[src/hw/rtl/sitoa_pkg.sv]
// ----------------------------------------------------------------------------
// sitoa_pkg
// Shared types, constants and helpers for the signed integer to decimal
// ASCII converter.
// ----------------------------------------------------------------------------
package sitoa_pkg;

   localparam int VALUE_WIDTH_DEFAULT = 32;
   localparam int CHAR_WIDTH          = 6;

   localparam logic [CHAR_WIDTH-1:0] ASCII_ZERO  = CHAR_WIDTH'(48);
   localparam logic [CHAR_WIDTH-1:0] ASCII_MINUS = CHAR_WIDTH'(45);

   // Decimal digits needed to hold any unsigned value of width w:
   // floor(w * log10(2)) + 1, with log10(2) taken as 1233 / 4096.
   function automatic int num_digits(input int w);
      return ((w * 1233) >> 12) + 1;
   endfunction

   typedef enum logic [2:0] {
      ST_IDLE,
      ST_CONVERT,
      ST_SKIP,
      ST_SIGN,
      ST_EMIT
   } state_type;

   typedef struct packed {
      logic load;
      logic dabble;
      logic shift_digit;
      logic sel_sign;
   } dp_cmd_type;

   typedef struct packed {
      logic neg;
      logic top_zero;
   } dp_status_type;

endpackage

[src/hw/rtl/sitoa_if.sv]
// ----------------------------------------------------------------------------
// sitoa_if
// Valid/ready channels of the converter: integer requests and character
// responses.
// ----------------------------------------------------------------------------
interface sitoa_req_if #(
   parameter int VALUE_WIDTH = sitoa_pkg::VALUE_WIDTH_DEFAULT
);
   logic                   valid;
   logic                   ready;
   logic [VALUE_WIDTH-1:0] value;

   modport source (output valid, output value, input ready);
   modport sink   (input valid, input value, output ready);
endinterface

interface sitoa_rsp_if;
   import sitoa_pkg::*;

   logic                  valid;
   logic                  ready;
   logic [CHAR_WIDTH-1:0] character;
   logic                  last_char;

   modport source (output valid, output character, output last_char, input ready);
   modport sink   (input valid, input character, input last_char, output ready);
endinterface

[src/hw/rtl/sitoa_datapath.sv]
// ----------------------------------------------------------------------------
// sitoa_datapath
// Magnitude register, shift-add-3 binary to BCD converter and digit output
// shifter.
// ----------------------------------------------------------------------------
module sitoa_datapath #(
   parameter int VALUE_WIDTH = sitoa_pkg::VALUE_WIDTH_DEFAULT
) (
   input  logic                               clock,
   input  logic [VALUE_WIDTH-1:0]             value,
   input  sitoa_pkg::dp_cmd_type              cmd,
   output sitoa_pkg::dp_status_type           status,
   output logic [sitoa_pkg::CHAR_WIDTH-1:0]   character
);
   import sitoa_pkg::*;

   localparam int NUM_DIGITS = num_digits(VALUE_WIDTH);
   localparam int BCD_WIDTH  = NUM_DIGITS * 4;

   logic [VALUE_WIDTH-1:0] mag_ff, mag_in;
   logic [BCD_WIDTH-1:0]   bcd_ff, bcd_in;
   logic                   neg_ff, neg_in;
   logic [BCD_WIDTH-1:0]   bcd_adj;
   logic [VALUE_WIDTH-1:0] mag_load;
   logic [3:0]             top_digit;

   // Magnitude in unsigned arithmetic: the most negative value maps to itself.
   assign mag_load = value[VALUE_WIDTH-1] ? ('0 - value) : value;

   always_comb begin
      for (int d = 0; d < NUM_DIGITS; d++) begin
         bcd_adj[d*4 +: 4] = (bcd_ff[d*4 +: 4] >= 4'd5) ? (bcd_ff[d*4 +: 4] + 4'd3)
                                                      : bcd_ff[d*4 +: 4];
      end
   end

   always_comb begin
      mag_in = mag_ff;
      bcd_in = bcd_ff;
      neg_in = neg_ff;
      if (cmd.load) begin
         mag_in = mag_load;
         bcd_in = '0;
         neg_in = value[VALUE_WIDTH-1];
      end else if (cmd.dabble) begin
         mag_in = {mag_ff[VALUE_WIDTH-2:0], 1'b0};
         bcd_in = {bcd_adj[BCD_WIDTH-2:0], mag_ff[VALUE_WIDTH-1]};
      end else if (cmd.shift_digit) begin
         bcd_in = {bcd_ff[BCD_WIDTH-5:0], 4'd0};
      end
   end

   always_ff @(posedge clock) begin
      mag_ff <= mag_in;
      bcd_ff <= bcd_in;
      neg_ff <= neg_in;
   end

   assign top_digit       = bcd_ff[BCD_WIDTH-1 -: 4];
   assign status.neg      = neg_ff;
   assign status.top_zero = (top_digit == 4'd0);
   assign character       = cmd.sel_sign ? ASCII_MINUS
                                         : (ASCII_ZERO + {{(CHAR_WIDTH-4){1'b0}}, top_digit});

endmodule

[src/hw/rtl/sitoa_ctrl.sv]
// ----------------------------------------------------------------------------
// sitoa_ctrl
// Sequencer: load, convert one bit per cycle, drop leading zeros, then send
// the sign and digits one beat at a time.
// ----------------------------------------------------------------------------
module sitoa_ctrl #(
   parameter int VALUE_WIDTH = sitoa_pkg::VALUE_WIDTH_DEFAULT
) (
   input  logic                     clock,
   input  logic                     reset,
   input  logic                     req_valid,
   output logic                     req_ready,
   output logic                     rsp_valid,
   input  logic                     rsp_ready,
   output logic                     last_char,
   input  sitoa_pkg::dp_status_type status,
   output sitoa_pkg::dp_cmd_type    cmd
);
   import sitoa_pkg::*;

   localparam int NUM_DIGITS = num_digits(VALUE_WIDTH);
   localparam int BCW        = $clog2(VALUE_WIDTH);
   localparam int DCW        = $clog2(NUM_DIGITS);
   localparam logic [BCW-1:0] BIT_LAST   = BCW'(VALUE_WIDTH - 1);
   localparam logic [DCW-1:0] DIGIT_LAST = DCW'(NUM_DIGITS - 1);

   state_type        state_ff, state_in;
   logic [BCW-1:0]   bit_cnt_ff, bit_cnt_in;
   logic [DCW-1:0]   digit_cnt_ff, digit_cnt_in;

   always_ff @(posedge clock) begin
      if (reset) begin
         state_ff     <= ST_IDLE;
         bit_cnt_ff   <= '0;
         digit_cnt_ff <= '0;
      end else begin
         state_ff     <= state_in;
         bit_cnt_ff   <= bit_cnt_in;
         digit_cnt_ff <= digit_cnt_in;
      end
   end

   always_comb begin
      state_in     = state_ff;
      bit_cnt_in   = bit_cnt_ff;
      digit_cnt_in = digit_cnt_ff;
      cmd          = '0;
      req_ready    = 1'b0;
      rsp_valid    = 1'b0;
      last_char    = 1'b0;
      unique case (state_ff)
         ST_IDLE: begin
            req_ready = 1'b1;
            if (req_valid) begin
               cmd.load   = 1'b1;
               bit_cnt_in = '0;
               state_in   = ST_CONVERT;
            end
         end
         ST_CONVERT: begin
            cmd.dabble = 1'b1;
            bit_cnt_in = bit_cnt_ff + 1'b1;
            if (bit_cnt_ff == BIT_LAST) begin
               digit_cnt_in = DIGIT_LAST;
               state_in     = ST_SKIP;
            end
         end
         ST_SKIP: begin
            // drop leading zeros, but always keep the units digit
            if (status.top_zero && digit_cnt_ff != '0) begin
               cmd.shift_digit = 1'b1;
               digit_cnt_in    = digit_cnt_ff - 1'b1;
            end else begin
               state_in = status.neg ? ST_SIGN : ST_EMIT;
            end
         end
         ST_SIGN: begin
            rsp_valid    = 1'b1;
            cmd.sel_sign = 1'b1;
            if (rsp_ready) begin
               state_in = ST_EMIT;
            end
         end
         ST_EMIT: begin
            rsp_valid = 1'b1;
            last_char = (digit_cnt_ff == '0);
            if (rsp_ready) begin
               if (last_char) begin
                  state_in = ST_IDLE;
               end else begin
                  cmd.shift_digit = 1'b1;
                  digit_cnt_in    = digit_cnt_ff - 1'b1;
               end
            end
         end
         default: begin
            state_in = ST_IDLE;
         end
      endcase
   end

   a_no_overlap: assert property (@(posedge clock) disable iff (reset)
      !(req_ready && rsp_valid))
      else $error("request taken while a response beat is pending");

   a_load_starts_convert: assert property (@(posedge clock) disable iff (reset)
      (req_valid && req_ready) |=> (state_ff == ST_CONVERT && bit_cnt_ff == '0))
      else $error("accepted request did not start conversion");

   a_stall_holds: assert property (@(posedge clock) disable iff (reset)
      (rsp_valid && !rsp_ready) |=> (rsp_valid && $stable(last_char)
                                     && $stable(digit_cnt_ff)))
      else $error("stalled response beat changed");

   a_convert_to_skip: assert property (@(posedge clock) disable iff (reset)
      (state_ff == ST_CONVERT && bit_cnt_ff == BIT_LAST) |=>
         (state_ff == ST_SKIP && digit_cnt_ff == DIGIT_LAST))
      else $error("conversion did not end after the last bit");

endmodule

[src/hw/rtl/signed_int_to_decimal_ascii.sv]
// ----------------------------------------------------------------------------
// signed_int_to_decimal_ascii
// Converts a signed integer to its decimal ASCII text, one character per
// response beat, most significant first.
// ----------------------------------------------------------------------------
// One request carries a two's complement value of VALUE_WIDTH bits; the
// response channel returns '-' for a negative value, then the decimal digits
// without leading zeros, with last_char set on the final digit (zero gives
// the single digit '0'). One request is handled at a time: the binary to BCD
// conversion handles one input bit per cycle, then the digit shifter walks all
// num_digits(VALUE_WIDTH) digit places, one per cycle unless the receiver holds
// off a beat, dropping leading zeros and sending the rest.
// ----------------------------------------------------------------------------
module signed_int_to_decimal_ascii #(
   parameter int VALUE_WIDTH = sitoa_pkg::VALUE_WIDTH_DEFAULT
) (
   input logic          clock,
   input logic          reset,
   sitoa_req_if.sink    req_bus,
   sitoa_rsp_if.source  rsp_bus
);
   import sitoa_pkg::*;

   dp_cmd_type    cmd;
   dp_status_type status;

   sitoa_ctrl #(
      .VALUE_WIDTH (VALUE_WIDTH)
   ) u_ctrl (
      .clock     (clock),
      .reset     (reset),
      .req_valid (req_bus.valid),
      .req_ready (req_bus.ready),
      .rsp_valid (rsp_bus.valid),
      .rsp_ready (rsp_bus.ready),
      .last_char (rsp_bus.last_char),
      .status    (status),
      .cmd       (cmd)
   );

   sitoa_datapath #(
      .VALUE_WIDTH (VALUE_WIDTH)
   ) u_datapath (
      .clock     (clock),
      .value     (req_bus.value),
      .cmd       (cmd),
      .status    (status),
      .character (rsp_bus.character)
   );

endmodule

[src/flat_wrapper.sv]
// flat-port wrapper written by rule: the top's interface ports become plain ports
module signed_int_to_decimal_ascii_flat import sitoa_pkg::*;
#(
   parameter int VALUE_WIDTH = sitoa_pkg::VALUE_WIDTH_DEFAULT
)
  (clock, reset, req_bus_valid, req_bus_value, req_bus_ready, rsp_bus_valid, rsp_bus_character, rsp_bus_last_char, rsp_bus_ready);
  sitoa_req_if #(.VALUE_WIDTH(VALUE_WIDTH)) req_bus_i ();
  sitoa_rsp_if rsp_bus_i ();
  input logic clock;
  input logic reset;
  input wire logic [$bits(req_bus_i.valid)-1:0] req_bus_valid;
  input wire logic [$bits(req_bus_i.value)-1:0] req_bus_value;
  output wire logic [$bits(req_bus_i.ready)-1:0] req_bus_ready;
  output wire logic [$bits(rsp_bus_i.valid)-1:0] rsp_bus_valid;
  output wire logic [$bits(rsp_bus_i.character)-1:0] rsp_bus_character;
  output wire logic [$bits(rsp_bus_i.last_char)-1:0] rsp_bus_last_char;
  input wire logic [$bits(rsp_bus_i.ready)-1:0] rsp_bus_ready;
  assign req_bus_i.valid = req_bus_valid;
  assign req_bus_i.value = req_bus_value;
  assign req_bus_ready = req_bus_i.ready;
  assign rsp_bus_valid = rsp_bus_i.valid;
  assign rsp_bus_character = rsp_bus_i.character;
  assign rsp_bus_last_char = rsp_bus_i.last_char;
  assign rsp_bus_i.ready = rsp_bus_ready;
  signed_int_to_decimal_ascii #(.VALUE_WIDTH(VALUE_WIDTH)) u_core (.clock(clock), .reset(reset), .req_bus(req_bus_i), .rsp_bus(rsp_bus_i));
endmodule
[config.mk]
export PLATFORM = sky130hd
export DESIGN_NAME = signed_int_to_decimal_ascii_flat
export DESIGN_NICKNAME = d
export VERILOG_FILES = /design/src/hw/rtl/sitoa_pkg.sv /design/src/hw/rtl/sitoa_if.sv /design/src/hw/rtl/sitoa_datapath.sv /design/src/hw/rtl/sitoa_ctrl.sv /design/src/hw/rtl/signed_int_to_decimal_ascii.sv /design/src/flat_wrapper.sv
export SDC_FILE = /design/constraint.sdc
export NUM_CORES = 1
export LEC_CHECK = 0
export BUFFER_PORTS_ARGS = -buffer_cell sky130_fd_sc_hd__buf_2
export CORE_MARGIN = 5
export CORE_UTILIZATION = 40
export CTS_CLUSTER_SIZE = 20
export DETAILED_ROUTE_END_ITERATION = 8
export PLACE_DENSITY_LB_ADDON = 0.08
export SLEW_MARGIN = 5
export SYNTH_ARGS = -nofsm -noshare
export SYNTH_HDL_FRONTEND = slang
export SYNTH_SLANG_ARGS = --single-unit
[constraint.sdc]
create_clock -name clock -period 3.17 [get_ports clock]
set_input_delay 0.317 -clock clock [delete_from_list [all_inputs] [get_ports clock]]
set_output_delay 0.317 -clock clock [all_outputs]
set_load 0.005 [all_outputs]
==> out/summary.txt <==
Status: finished, final reports clean
Worst r2r src: u_core.u_ctrl.state_ff[0]
Worst-Margin Slew: 0.7041 ns
Final Hold Violating Endpoints: 0
DR DRC count: 0
Top cells by area, synth: dfxtp_1 19%, edfxtp_1 18%, o21ai_0 5.7%, ha_1 5.7%, a21oi_1 4.5%
# setup viols final: 0
Yosys cell types: 65
Flop pwr share: 41.2%
Nets: 731
Tot GR Track Use: 16.02%
Grt total ovfl: 0
Die Ht: 127.3 um
Initial antenna violation count: 0
Required @ worst endpoint: 3.25 ns
Die area: 16200 um^2
Post_cts resized: 0
FF-to-FF path depth: 6
FMAX: 0.4457 GHz
Kind of critical path: reg -> reg
Detailed Route WL: 12.60 mm
Pre-antenna DRT Iters: 5
Std cell rows: 42
Core area: 13350 um^2
Share of cells above drive strength 1: 13.33%
Cells after Synth: 644
Clock power frac: 29.4%
Post-CTS Hold Buffers: 0
Slew Limit Fails: 0
Switch share: 33.76%
Area of the multi-input gates: 3223 um^2
Register bit count reported by yosys: 85
WHS: 0.3030 ns
Max Buffers Root-to-Sink: 2
Crit-path max FO: 24
Static Leak: 2.233 nW
H-tree Lvls: 3
VDD IR max: 0.2470 mV
Unrepaired setup endpoints after global routing: false
Drt wl/cell: 14.80 um
Root Buffer: clkbuf_16
Drt initial violations: 324
Register area share after synthesis: 36.93%
# clock sinks: 85
Internal power: 2.586 mW
Post-synth EDFFs: 33
Chip width: 127.3 um
Clk slew on worst S/H paths: 0.07 ns
Avg Synthesized Cell Area: 8.543 um^2
Worst-skew pair later-pin latency: 0.34 ns
Inserted Clock Buffers: 9
Largest net degree at the start of global routing: 64
Via count: 4725
Starting Density: 41.22%
Slack of the worst reg-to-reg path: 0.93 ns
Post-CTS Setup Bufs: 0
Final min period: 2.244 ns
Area delta synth->final: 12.33%
Cell taking the most area after synthesis: dfxtp_1
First-pass GRT wire length: 21.59 mm
Post-DRT Antenna Nets: 0
Logic pwr share: 29.4%
CTS tree: done
CP arrival: 2.33 ns
Yosys top cell area share: 18.92%
Max-Cap Viols: 0
Crit path to: u_core.u_datapath.mag_ff[25]
Worst setup SP type: flop
Main synth FF type: dfxtp_1
Post-synth ARST share: 0%
Post-Route Skew: 0.007957 ns
Post-synth top cells: 65 x nand2_1, 63 x o21ai_0, 52 x dfxtp_1, 50 x a21oi_1, 33 x edfxtp_1
Psw: 1.318 mW
Crit path capture type: flop
I/O Buffers: 43
Most common cell in the netlist: nand2_1
# diodes: 0
Vias in the first global route: 4382
Post-Route Setup TNS: 0 ns
R2r endpoint: u_core.u_datapath.mag_ff[25]
Worst relative slew slack: 53.06%
Mapped cell area: 5502 um^2
Tcrit/Tclk final: 70.78%
HPWL Detailed: 8.445 mm
I/O pin count: 45
Syn nets: 705
Hold WC Path Type: in -> reg
Power Density: 631.8 nW/um^2
Routed vias/inst: 5.552
# fillers: 1347
GPL Wtd Cong: 0.8030
Worst setup path start: u_core.u_ctrl.state_ff[0]
Synth warnings: 0
Sequential Area: 2032 um^2
[layer usage]
| metal | GRT usage, % | wire [um] | vias up |
|---|---|---|---|
| met4 | 6.435 | 218 | 0 |
| met1 | 22.55 | 6419 | 2218 |
| met3 | 2.671 | 372 | 15 |
| met2 | 24.50 | 5589 | 68 |
| met5 | 0 | 0 | - |
| li1 | - | - | 2424 |
[power groups by stage]
stage	Clock, mW	Sequential [mW]	Combinational (mW)
finish	1.15	1.61	1.15
global route	1.22	1.65	1.32
detailed placement	0	1.63	1.15
CTS	1.18	1.61	1.15
global placement	0	1.62	1.12
floorplan	0	1.57	0.900
[cell families after synthesis]
logic type      count (synthesis)  share of synthesized area [%]
simple gates                  205                          20.49
buf+inv                        64                          4.594
flops                          85                          36.93
xor+xnor                       34                          5.413
fa+ha+maj                      25                          5.686
compound gates                214                          23.86
mux                            16                          2.956
other cells                     1                        0.06816
[critical path, cell delays in order, from the launching register on]
cell and delay [ns]:
dfxtp_1 0.47, or4b_2 0.80, inv_2 0.09, buf_4 0.28, o211ai_1 0.13, o21ai_0 0.09, o311ai_1 0.11
[worst min-delay path by stage]
stage	cells after the start	to	slack [ns]	from
6_report	2	u_core.u_ctrl.bit_cnt_ff[2]	0.30	reset
5_1_grt	2	u_core.u_ctrl.digit_cnt_ff[1]	0.32	reset
4_1_cts	2	u_core.u_ctrl.bit_cnt_ff[2]	0.29	reset
3_5_place_dp	1	u_core.u_ctrl.bit_cnt_ff[3]	0.48	u_core.u_ctrl.bit_cnt_ff[3]
3_3_place_gp	2	u_core.u_ctrl.bit_cnt_ff[4]	0.46	u_core.u_ctrl.bit_cnt_ff[4]
2_1_floorplan	1	u_core.u_ctrl.bit_cnt_ff[3]	0.39	reset
[stage by stage]
step / instances / setup slack (ns) / instance area [um^2] / utilization, % / power, mW
after floorplan: 644 / 0.8686 / 5502 / - / 2.467
after global placement: 835 / 0.9330 / 5863 / 43.93 / 2.746
after detailed placement: 835 / 0.8687 / 5863 / 43.93 / 2.776
after CTS: 851 / 0.8935 / 6180 / 46.30 / 3.943
after global routing: 851 / 0.6552 / 6180 / 46.30 / 4.190
final: 851 / 0.9263 / 6180 / 46.30 / 3.905
[registers in the layout, summed over array words and instances (netlist names)]
register and cells:
u_core.u_ctrl.bit_cnt_ff 5, u_core.u_ctrl.digit_cnt_ff 4, u_core.u_datapath.mag_ff 32, u_core.u_datapath.neg_ff 1
u_core.u_ctrl.state_ff 3, u_core.u_datapath.bcd_ff 40
[placed cells by master (no fill, tap or decap), types with 4 or more instances in the layout]
| cell type | n |
|---|---|
| o21ai_0 | 63 |
| a21oi_1 | 50 |
| clkbuf_16 | 9 |
| buf_4 | 10 |
| xnor2_1 | 12 |
| o41ai_1 | 5 |
| nor3b_1 | 11 |
| xor2_1 | 22 |
| nor2_1 | 32 |
| o31ai_1 | 7 |
| a211oi_1 | 19 |
| o21ai_1 | 9 |
| or3_1 | 4 |
| mux2i_1 | 14 |
| buf_2 | 43 |
| edfxtp_1 | 33 |
| o211ai_1 | 10 |
| a32oi_1 | 8 |
| inv_1 | 25 |
| dfxtp_1 | 52 |
| nand2b_1 | 26 |
| nand2_1 | 65 |
| a31oi_1 | 19 |
| nand3_1 | 16 |
| nor3_1 | 19 |
| nand4_1 | 4 |
| ha_1 | 25 |
[cell type report]
class	instances	area share, %
sequential	85	32.88
inverter	26	1.579
clock buffer	11	3.928
timing repair buffer	53	4.697
multi-input combinational	495	52.16
clock inverter	5	1.195
tap	176	3.563
(Power assumes the default switching activity.)
